===== config.mk =====
export PLATFORM = sky130hd
export DESIGN_NAME = tile_wrap_mirror_sampler_unit_flat
export DESIGN_NICKNAME = d
export VERILOG_FILES = /design/src/rtl/twms_pkg.sv /design/src/rtl/twms_pixel_if.sv /design/src/rtl/twms_sample_if.sv /design/src/rtl/twms_prep.sv /design/src/rtl/twms_rem_stage.sv /design/src/rtl/twms_fold.sv /design/src/rtl/tile_wrap_mirror_sampler_unit.sv /design/src/flat_wrapper.sv
export SDC_FILE = /design/constraint.sdc
export NUM_CORES = 2
export LEC_CHECK = 0
export BUFFER_PORTS_ARGS = -buffer_cell sky130_fd_sc_hd__buf_4
export CORE_ASPECT_RATIO = 1.75
export CORE_MARGIN = 4
export CORE_UTILIZATION = 55
export CTS_CLUSTER_DIAMETER = 40
export CTS_CLUSTER_SIZE = 12
export DETAILED_ROUTE_END_ITERATION = 10
export PLACE_DENSITY = 0.71
export SYNTH_ARGS = -nofsm -noshare
export SYNTH_HDL_FRONTEND = slang
export SYNTH_SLANG_ARGS = --single-unit

===== constraint.sdc =====
create_clock -name clk -period 13.4 [get_ports clk]
set_clock_uncertainty 0.15 [all_clocks]
set_input_delay 1.34 -clock clk [delete_from_list [all_inputs] [get_ports clk]]
set_output_delay 1.34 -clock clk [all_outputs]
set_load 0.05 [all_outputs]

===== src/rtl/twms_pkg.sv =====
// shared types and constants of the tile wrap/mirror sampler
// field widths, config register codes and the pipeline records
// no dependencies
package twms_pkg;

  // field widths
  localparam int POS_W      = 15;  // pixel position, signed
  localparam int WIN_W      = 15;  // window size, unsigned
  localparam int OFF_W      = 16;  // sample offset, signed
  localparam int TILE_W     = 14;  // tile size, period and remainder
  localparam int SAMPLE_W   = 13;  // sample coordinate
  localparam int CFG_IDX_W  = 3;
  localparam int CFG_DATA_W = 16;

  // largest tile size honored, bigger sizes are clamped
  localparam int MAX_TILE = 8192;
  localparam logic [TILE_W-1:0] TILE_MAX = TILE_W'(MAX_TILE);

  // position plus offset, and its magnitude
  localparam int VAL_W = OFF_W + 1;
  localparam int MAG_W = OFF_W;

  // remainder pipeline: bits retired per stage and stage count
  localparam int STEPS      = 4;
  localparam int DIV_STAGES = MAG_W / STEPS;

  // config register indexes
  typedef enum logic [CFG_IDX_W-1:0] {
    REG_WINDOW_WIDTH  = 3'd0,
    REG_WINDOW_HEIGHT = 3'd1,
    REG_OFFSET_X      = 3'd2,
    REG_OFFSET_Y      = 3'd3,
    REG_TILE_WIDTH    = 3'd4,
    REG_TILE_HEIGHT   = 3'd5,
    REG_MIRROR_EDGES  = 3'd6
  } cfg_reg_t;

  // config register file contents
  typedef struct packed {
    logic [WIN_W-1:0]         window_width;
    logic [WIN_W-1:0]         window_height;
    logic signed [OFF_W-1:0]  offset_x;
    logic signed [OFF_W-1:0]  offset_y;
    logic [TILE_W-1:0]        tile_width;
    logic [TILE_W-1:0]        tile_height;
    logic                     mirror_edges;
  } cfg_t;

  // one axis in flight through the remainder pipeline
  typedef struct packed {
    logic [MAG_W-1:0]  mag;   // dividend bits not yet retired, msb first
    logic [TILE_W-1:0] rem;   // partial remainder, always below per
    logic [TILE_W-1:0] per;   // period
    logic [TILE_W-1:0] size;  // clamped tile size
    logic              neg;   // position plus offset was negative
    logic              zero;  // tile size of 0 or 1
  } lane_t;

  // one request in flight
  typedef struct packed {
    logic  transparent;
    logic  mirror;
    lane_t x;
    lane_t y;
  } item_t;

  // one result
  typedef struct packed {
    logic                transparent;
    logic [SAMPLE_W-1:0] sample_x;
    logic [SAMPLE_W-1:0] sample_y;
  } sample_t;

endpackage


===== src/rtl/twms_pixel_if.sv =====
// input channel of the tile wrap/mirror sampler: one pixel position per request
// depends on twms_pkg
interface twms_pixel_if;
  logic                              valid;
  logic                              ready;
  logic signed [twms_pkg::POS_W-1:0] pixel_x;
  logic signed [twms_pkg::POS_W-1:0] pixel_y;

  modport source (output valid, output pixel_x, output pixel_y, input ready);
  modport sink (input valid, input pixel_x, input pixel_y, output ready);
endinterface


===== src/rtl/twms_sample_if.sv =====
// output channel of the tile wrap/mirror sampler: one sample coordinate per request
// depends on twms_pkg
interface twms_sample_if;
  logic                          valid;
  logic                          ready;
  logic                          transparent;
  logic [twms_pkg::SAMPLE_W-1:0] sample_x;
  logic [twms_pkg::SAMPLE_W-1:0] sample_y;

  modport source (output valid, output transparent, output sample_x, output sample_y,
                  input ready);
  modport sink (input valid, input transparent, input sample_x, input sample_y,
                output ready);
endinterface


===== src/rtl/twms_prep.sv =====
// first pipeline stage: window test, offset add, magnitude and period setup
// depends on twms_pkg
module twms_prep (
  input  logic                              clk,
  input  logic                              rst,
  input  twms_pkg::cfg_t                    cfg,
  input  logic                              in_valid,
  output logic                              in_ready,
  input  logic signed [twms_pkg::POS_W-1:0] pixel_x,
  input  logic signed [twms_pkg::POS_W-1:0] pixel_y,
  output logic                              out_valid,
  input  logic                              out_ready,
  output twms_pkg::item_t                   out_item
);

  // set up one axis: signed sum, its magnitude and sign, clamped size, period
  function automatic twms_pkg::lane_t make_lane(
    input logic signed [twms_pkg::POS_W-1:0]  pos,
    input logic signed [twms_pkg::OFF_W-1:0]  off,
    input logic [twms_pkg::TILE_W-1:0]        size_raw,
    input logic                               mir
  );
    twms_pkg::lane_t                  l;
    logic signed [twms_pkg::VAL_W-1:0] sum;
    logic [twms_pkg::VAL_W-1:0]        neg_sum;
    logic [twms_pkg::TILE_W-1:0]       size_c;
    logic [twms_pkg::TILE_W:0]         dbl;
    sum     = twms_pkg::VAL_W'(pos) + twms_pkg::VAL_W'(off);
    neg_sum = twms_pkg::VAL_W'(0) - $unsigned(sum);
    l.neg   = sum[twms_pkg::VAL_W-1];
    l.mag   = l.neg ? neg_sum[twms_pkg::MAG_W-1:0] : sum[twms_pkg::MAG_W-1:0];
    size_c  = (size_raw > twms_pkg::TILE_MAX) ? twms_pkg::TILE_MAX : size_raw;
    l.zero  = (size_c <= twms_pkg::TILE_W'(1));
    dbl     = {size_c, 1'b0} - (twms_pkg::TILE_W + 1)'(2);
    if (l.zero) begin
      l.per = twms_pkg::TILE_W'(1);
    end else if (mir) begin
      l.per = dbl[twms_pkg::TILE_W-1:0];
    end else begin
      l.per = size_c;
    end
    l.size = size_c;
    l.rem  = '0;
    return l;
  endfunction

  twms_pkg::item_t nxt;
  logic            out_x;
  logic            out_y;

  // window test and lane setup
  always_comb begin
    out_x = pixel_x[twms_pkg::POS_W-1] ||
            ({1'b0, pixel_x[twms_pkg::POS_W-2:0]} >= cfg.window_width);
    out_y = pixel_y[twms_pkg::POS_W-1] ||
            ({1'b0, pixel_y[twms_pkg::POS_W-2:0]} >= cfg.window_height);
    nxt.transparent = out_x || out_y;
    nxt.mirror      = cfg.mirror_edges;
    nxt.x = make_lane(pixel_x, cfg.offset_x, cfg.tile_width, cfg.mirror_edges);
    nxt.y = make_lane(pixel_y, cfg.offset_y, cfg.tile_height, cfg.mirror_edges);
  end

  assign in_ready = !out_valid || out_ready;

  // stage valid
  always_ff @(posedge clk) begin
    if (rst) begin
      out_valid <= 1'b0;
    end else if (in_ready) begin
      out_valid <= in_valid;
    end
  end

  // stage payload
  always_ff @(posedge clk) begin
    if (in_ready && in_valid) begin
      out_item <= nxt;
    end
  end

endmodule


===== src/rtl/twms_rem_stage.sv =====
// one remainder stage: retires STEPS dividend bits of both axes by restoring steps
// depends on twms_pkg
module twms_rem_stage (
  input  logic            clk,
  input  logic            rst,
  input  logic            in_valid,
  output logic            in_ready,
  input  twms_pkg::item_t in_item,
  output logic            out_valid,
  input  logic            out_ready,
  output twms_pkg::item_t out_item
);

  // shift one dividend bit into the remainder and subtract the period if it fits
  function automatic twms_pkg::lane_t step_lane(input twms_pkg::lane_t l);
    twms_pkg::lane_t           r;
    logic [twms_pkg::TILE_W:0] t;
    r = l;
    t = {l.rem, l.mag[twms_pkg::MAG_W-1]};
    if (t >= {1'b0, l.per}) begin
      t = t - {1'b0, l.per};
    end
    r.rem = t[twms_pkg::TILE_W-1:0];
    r.mag = {l.mag[twms_pkg::MAG_W-2:0], 1'b0};
    return r;
  endfunction

  twms_pkg::item_t nxt;

  // STEPS dependent steps per axis
  always_comb begin
    nxt = in_item;
    for (int k = 0; k < twms_pkg::STEPS; k++) begin
      nxt.x = step_lane(nxt.x);
      nxt.y = step_lane(nxt.y);
    end
  end

  assign in_ready = !out_valid || out_ready;

  // stage valid
  always_ff @(posedge clk) begin
    if (rst) begin
      out_valid <= 1'b0;
    end else if (in_ready) begin
      out_valid <= in_valid;
    end
  end

  // stage payload
  always_ff @(posedge clk) begin
    if (in_ready && in_valid) begin
      out_item <= nxt;
    end
  end

  // partial remainder stays below the period
  a_rem_x: assert property (@(posedge clk) disable iff (rst)
    out_valid |-> (out_item.x.rem < out_item.x.per))
    else $error("x partial remainder not below period");

  a_rem_y: assert property (@(posedge clk) disable iff (rst)
    out_valid |-> (out_item.y.rem < out_item.y.per))
    else $error("y partial remainder not below period");

endmodule


===== src/rtl/twms_fold.sv =====
// last stage: sign correction, mirror fold, transparency, output register
// depends on twms_pkg
module twms_fold (
  input  logic              clk,
  input  logic              rst,
  input  logic              in_valid,
  output logic              in_ready,
  input  twms_pkg::item_t   in_item,
  output logic              out_valid,
  input  logic              out_ready,
  output twms_pkg::sample_t out_sample
);

  // turn the magnitude remainder into the wrapped or mirrored coordinate
  function automatic logic [twms_pkg::TILE_W-1:0] fold_lane(
    input twms_pkg::lane_t l,
    input logic            mir
  );
    logic [twms_pkg::TILE_W-1:0] r;
    r = l.rem;
    if (l.neg && (r != '0)) begin
      r = l.per - r;
    end
    if (mir && (r >= l.size)) begin
      r = l.per - r;
    end
    if (l.zero) begin
      r = '0;
    end
    return r;
  endfunction

  logic [twms_pkg::TILE_W-1:0] fx;
  logic [twms_pkg::TILE_W-1:0] fy;
  twms_pkg::sample_t           nxt;

  // final coordinates, zero when transparent
  always_comb begin
    fx = fold_lane(in_item.x, in_item.mirror);
    fy = fold_lane(in_item.y, in_item.mirror);
    nxt.transparent = in_item.transparent;
    nxt.sample_x    = in_item.transparent ? '0 : fx[twms_pkg::SAMPLE_W-1:0];
    nxt.sample_y    = in_item.transparent ? '0 : fy[twms_pkg::SAMPLE_W-1:0];
  end

  assign in_ready = !out_valid || out_ready;

  // output valid
  always_ff @(posedge clk) begin
    if (rst) begin
      out_valid <= 1'b0;
    end else if (in_ready) begin
      out_valid <= in_valid;
    end
  end

  // output register
  always_ff @(posedge clk) begin
    if (in_ready && in_valid) begin
      out_sample <= nxt;
    end
  end

  // folded coordinate lands inside the tile
  a_fold_x: assert property (@(posedge clk) disable iff (rst)
    (in_valid && !in_item.x.zero) |-> (fx < in_item.x.size))
    else $error("x sample outside tile");

  a_fold_y: assert property (@(posedge clk) disable iff (rst)
    (in_valid && !in_item.y.zero) |-> (fy < in_item.y.size))
    else $error("y sample outside tile");

endmodule


===== src/rtl/tile_wrap_mirror_sampler_unit.sv =====
// top level of the tile wrap/mirror sampler: config registers and pipeline
// depends on twms_pkg, twms_pixel_if, twms_sample_if, twms_prep, twms_rem_stage,
// twms_fold
//
// Maps an output pixel position to a sample coordinate inside a source tile. A pixel
// outside the window comes back transparent with zero coordinates; otherwise the
// per-axis offset is added and the sum wraps (repeat) or folds back (mirror, period
// 2*size-2) into the tile, with tile sizes of 0 or 1 giving 0 and sizes above 8192
// treated as 8192. While the output is not stalled the unit takes one request per
// clock; it returns one result per request in order, through one setup stage, four
// remainder stages and one fold stage. The depth is set by the modulo of the 17-bit
// signed sum, a restoring remainder on its 16-bit magnitude retiring four dividend
// bits per stage. Write config registers only while no request is in flight.
module tile_wrap_mirror_sampler_unit (
  input  logic                            clk,
  input  logic                            rst,
  input  logic                            cfg_we,
  input  logic [twms_pkg::CFG_IDX_W-1:0]  cfg_index,
  input  logic [twms_pkg::CFG_DATA_W-1:0] cfg_data,
  twms_pixel_if.sink                      pixel,
  twms_sample_if.source                   sample
);

  twms_pkg::cfg_t    cfg;
  twms_pkg::item_t   stage_item [twms_pkg::DIV_STAGES+1];
  logic              stage_valid [twms_pkg::DIV_STAGES+1];
  logic              stage_ready [twms_pkg::DIV_STAGES+1];
  twms_pkg::sample_t result;

  // config register writes, unknown indexes ignored
  always_ff @(posedge clk) begin
    if (rst) begin
      cfg.window_width  <= '0;
      cfg.window_height <= '0;
      cfg.offset_x      <= '0;
      cfg.offset_y      <= '0;
      cfg.tile_width    <= twms_pkg::TILE_W'(1);
      cfg.tile_height   <= twms_pkg::TILE_W'(1);
      cfg.mirror_edges  <= 1'b0;
    end else if (cfg_we) begin
      case (cfg_index)
        twms_pkg::REG_WINDOW_WIDTH:  cfg.window_width  <= cfg_data[twms_pkg::WIN_W-1:0];
        twms_pkg::REG_WINDOW_HEIGHT: cfg.window_height <= cfg_data[twms_pkg::WIN_W-1:0];
        twms_pkg::REG_OFFSET_X:      cfg.offset_x      <= $signed(cfg_data);
        twms_pkg::REG_OFFSET_Y:      cfg.offset_y      <= $signed(cfg_data);
        twms_pkg::REG_TILE_WIDTH:    cfg.tile_width    <= cfg_data[twms_pkg::TILE_W-1:0];
        twms_pkg::REG_TILE_HEIGHT:   cfg.tile_height   <= cfg_data[twms_pkg::TILE_W-1:0];
        twms_pkg::REG_MIRROR_EDGES:  cfg.mirror_edges  <= cfg_data[0];
        default: ;
      endcase
    end
  end

  // setup stage
  twms_prep u_prep (
    .clk       (clk),
    .rst       (rst),
    .cfg       (cfg),
    .in_valid  (pixel.valid),
    .in_ready  (pixel.ready),
    .pixel_x   (pixel.pixel_x),
    .pixel_y   (pixel.pixel_y),
    .out_valid (stage_valid[0]),
    .out_ready (stage_ready[0]),
    .out_item  (stage_item[0])
  );

  // remainder stages
  for (genvar s = 0; s < twms_pkg::DIV_STAGES; s++) begin : g_rem
    twms_rem_stage u_rem (
      .clk       (clk),
      .rst       (rst),
      .in_valid  (stage_valid[s]),
      .in_ready  (stage_ready[s]),
      .in_item   (stage_item[s]),
      .out_valid (stage_valid[s+1]),
      .out_ready (stage_ready[s+1]),
      .out_item  (stage_item[s+1])
    );
  end

  // fold stage and output register
  twms_fold u_fold (
    .clk        (clk),
    .rst        (rst),
    .in_valid   (stage_valid[twms_pkg::DIV_STAGES]),
    .in_ready   (stage_ready[twms_pkg::DIV_STAGES]),
    .in_item    (stage_item[twms_pkg::DIV_STAGES]),
    .out_valid  (sample.valid),
    .out_ready  (sample.ready),
    .out_sample (result)
  );

  assign sample.transparent = result.transparent;
  assign sample.sample_x    = result.sample_x;
  assign sample.sample_y    = result.sample_y;

  // transparent results carry zero coordinates
  a_transparent_zero: assert property (@(posedge clk) disable iff (rst)
    (sample.valid && sample.transparent) |->
      ((sample.sample_x == '0) && (sample.sample_y == '0)))
    else $error("transparent result with nonzero coordinates");

endmodule

===== src/flat_wrapper.sv =====
// flat-port wrapper written by rule: the top's interface ports become plain ports
module tile_wrap_mirror_sampler_unit_flat 
  (clk, rst, cfg_we, cfg_index, cfg_data, pixel_valid, pixel_pixel_x, pixel_pixel_y, pixel_ready, sample_valid, sample_transparent, sample_sample_x, sample_sample_y, sample_ready);
  twms_pixel_if pixel_i ();
  twms_sample_if sample_i ();
  input  logic clk;
  input  logic rst;
  input  logic cfg_we;
  input  logic [twms_pkg::CFG_IDX_W-1:0] cfg_index;
  input  logic [twms_pkg::CFG_DATA_W-1:0] cfg_data;
  input wire logic [$bits(pixel_i.valid)-1:0] pixel_valid;
  input wire logic [$bits(pixel_i.pixel_x)-1:0] pixel_pixel_x;
  input wire logic [$bits(pixel_i.pixel_y)-1:0] pixel_pixel_y;
  output wire logic [$bits(pixel_i.ready)-1:0] pixel_ready;
  output wire logic [$bits(sample_i.valid)-1:0] sample_valid;
  output wire logic [$bits(sample_i.transparent)-1:0] sample_transparent;
  output wire logic [$bits(sample_i.sample_x)-1:0] sample_sample_x;
  output wire logic [$bits(sample_i.sample_y)-1:0] sample_sample_y;
  input wire logic [$bits(sample_i.ready)-1:0] sample_ready;
  assign pixel_i.valid = pixel_valid;
  assign pixel_i.pixel_x = pixel_pixel_x;
  assign pixel_i.pixel_y = pixel_pixel_y;
  assign pixel_ready = pixel_i.ready;
  assign sample_valid = sample_i.valid;
  assign sample_transparent = sample_i.transparent;
  assign sample_sample_x = sample_i.sample_x;
  assign sample_sample_y = sample_i.sample_y;
  assign sample_i.ready = sample_ready;
  tile_wrap_mirror_sampler_unit u_core (.clk(clk), .rst(rst), .cfg_we(cfg_we), .cfg_index(cfg_index), .cfg_data(cfg_data), .pixel(pixel_i), .sample(sample_i));
endmodule

==> load_flow_metrics.sql <==
INSERT INTO impl_metrics (metric_group, metric, value, unit) VALUES
('synth', 'synth.largest_area_cell', 'edfxtp_1', ''),
('worst_setup_path', 'worst_ep_required_time', '13.63', 'ns'),
('clock_tree', 'worst_skew_pair.late_latency', '0.64', 'ns'),
('floorplanning', 'std_cell_rows', '146', ''),
('global_route', 'antenna_found_initial', '0', ''),
('clock_tree', 'worst_setup_hold_path_clk_slew', '0.06', 'ns'),
('worst_setup_path', 'worstSetupPathType', 'register to register', ''),
('timing', 'tightestPinTransition', '1.12', 'ns'),
('finish', 'layout-drive-gt1-share', '0.0903', ''),
('drt', 'detail-route-antenna-nets', '0', ''),
('timing', 'setup-violations-final', '0', ''),
('worst_setup_path', 'startpoint_type', 'register', ''),
('drt', 'met3WireLength', '4.13', 'mm'),
('floorplanning', 'i_o_pins', '83', ''),
('drt', 'wire_per_inst', '18.8', 'microns'),
('clock_tree', 'clock_tree_from_tritoncts', 'yes', ''),
('floorplanning', 'die_h', '408', 'microns'),
('hold_path', 'holdCritPathClass', 'register to register', ''),
('floorplanning', 'fp.dieW', '236', 'microns'),
('worst_setup_path', 'timing.critical_path.slowest_stage_cell', 'a2111oi_4', ''),
('worst_setup_path', 'endpoint_kind', 'register', ''),
('outcome', 'status', 'completed', ''),
('worst_setup_path', 'critical_path.n_buffers_inverters', '3', ''),
('clock_tree', 'cts-root-buf', 'clkbuf_16', ''),
('clock_tree', 'post_cts.repair.setup_buffers', '0', ''),
('global_route', 'grt-ovfl-total', '0', ''),
('synth', 'yosys_register_bits', '626', ''),
('global_route', 'wire_length_of_the_first_global_routing_pass', '200', 'mm'),
('clock_tree', 'cts-hold-fix-buffers', '0', ''),
('place', 'placedInstanceArea', '52200', 'sq um'),
('drt', 'first_iter_violations', '2018', ''),
('place', 'number_of_buffer_cells_added_on_primary_ports', '82', ''),
('clock_tree', 'post_cts_resized', '0', ''),
('timing', 'relSlewSlack', '0.252', ''),
('floorplanning', 'core_area', '90600', 'sq um'),
('drt', 'drtPass1Iterations', '6', ''),
('finish', 'post_layout_nonfiller_instances', '6632', ''),
('global_route', 'grt_start_max_net_pins', '98', ''),
('worst_setup_path', 'crit_path_max_incr_delay', '0.69', 'ns'),
('floorplanning', 'area_of_the_die', '96400', 'sq um'),
('worst_setup_path', 'worst-path-max-fanout', '20', ''),
('timing', 'unrepaired_setup_endpoints_after_global_routing', 'false', ''),
('finish', 'design.final.nets', '6055', ''),
('timing', 'finalCriticalPeriod', '12.34', 'ns'),
('drt', 'highest_routing_layer_actually_used', 'met4', ''),
('synth', 'synth.net_count', '5974', ''),
('global_route', 'first_global_vias', '39971', ''),
('timing', 'final.period_utilization', '0.921', ''),
('timing', 'final-max-slew-violation-count', '0', ''),
('drt', 'mean_number_of_vias_per_cell', '5.97', ''),
('synth', 'postSynth.asyncResetShare', '0', ''),
('clock_tree', 'cts_buffer_depth', '3', ''),
('timing', 'clock.fmax', '81.0', 'MHz'),
('finish', 'area_grow_syn2layout', '8.53', '%'),
('job', 'max-cap-violations', '0', ''),
('worst_setup_path', 'timing.critical_path.max_delay_family', 'compound AO/OA/AOI/OAI gates', ''),
('global_route', 'groute.usage.overall', '0.252', ''),
('clock_tree', 'htree_levels', '3', ''),
('clock_tree', 'tritoncts.num_buffers', '73', ''),
('place', 'placedCellCount', '6506', ''),
('drt', 'wirelength_met1', '47.8', 'mm'),
('drt', 'met2_wirelength', '65.1', 'mm'),
('timing', 'totalNegativeSetupSlack', '0', 'ns'),
('place', 'finalWeightedCongestion', '0.946', ''),
('synth', 'synthesis.instances', '5316', ''),
('synth', 'syn_area', '50200', 'sq um'),
('synth', 'postSynthAreaPerCell', '9.45', 'sq um'),
('floorplanning', 'effective_utilization_at_floorplan', '0.554', ''),
('synth', 'synth_cell_types', '97', ''),
('finish', 'antennaDiodeCount', '0', ''),
('clock_tree', 'tritoncts_num_sinks', '626', '');
worst paths after layout:
path | startpoint | endpoint | slack, ns | cells past startpoint
max reg2reg | u_core.g_rem[1].u_rem.out_item[17] | u_core.g_rem[2].u_rem.out_item[32] | 1.06 | 42
max | u_core.g_rem[1].u_rem.out_item[17] | u_core.g_rem[2].u_rem.out_item[32] | 1.06 | 42
min reg2reg | u_core.g_rem[2].u_rem.out_item[0] | u_core.g_rem[3].u_rem.out_item[0] | 0.26 | 0
min | u_core.g_rem[2].u_rem.out_item[0] | u_core.g_rem[3].u_rem.out_item[0] | 0.26 | 0
state kept, by name, summed over array words and instances (netlist names):
name,count
u_core.u_prep.out_valid,1
u_core.cfg,91
u_core.u_prep.out_item,94
u_core.u_fold.out_sample,27
u_core.u_fold.out_valid,1
u_core.g_rem.u_rem.out_item,408
u_core.g_rem.u_rem.out_valid,4
metal layers:
| layer | vias up | track usage |
|---|---|---|
| met5 | - | 0 |
| met4 | 0 | 0.138 |
| met3 | 348 | 0.0274 |
| met2 | 851 | 0.471 |
| met1 | 18796 | 0.275 |
| li1 | 19628 | - |
cell type report:
type	count	area [sq um]
Multi-Input combinational cell	4139	30400
Fill cell	7907	36100
Tap cell	1184	1480
Clock buffer	95	1950
Timing Repair Buffer	124	931
Sequential cell	626	17800
Inverter	433	1630
Clock inverter	31	332
per-stage QoR:
step | hold slack, ns | setup slack, ns | util
detailed placement | 0.255 | 0.829 | 0.577
floorplan | 0.250 | 2.60 | -
global placement | 0.253 | 1.06 | 0.577
global route | 0.266 | 0.173 | 0.602
finish | 0.261 | 1.06 | 0.602
CTS | 0.260 | 0.741 | 0.602
kinds of logic after synthesis:
| kind of cell | count (synthesis) | share of synthesized area |
|---|---|---|
| compound gates | 1418 | 0.182 |
| xor+xnor | 409 | 0.0713 |
| fa+ha+maj | 604 | 0.156 |
| buf+inv | 551 | 0.0422 |
| flops | 626 | 0.355 |
| mux | 248 | 0.0540 |
| simple gates | 1460 | 0.140 |
placed cells by master (no fill, tap or decap), types with 124 or more instances in the layout:
cell type	instances
xnor2_1	269
mux2_2	174
o21ai_0	300
xor2_1	140
a21o_1	147
nor2_1	341
edfxtp_1	529
inv_1	432
nand2_1	463
buf_4	124
a21oi_1	446
ha_1	568
Power is not shown: default switching activity piles up to over one toggle a cycle in this logic, so the estimate is an artifact.
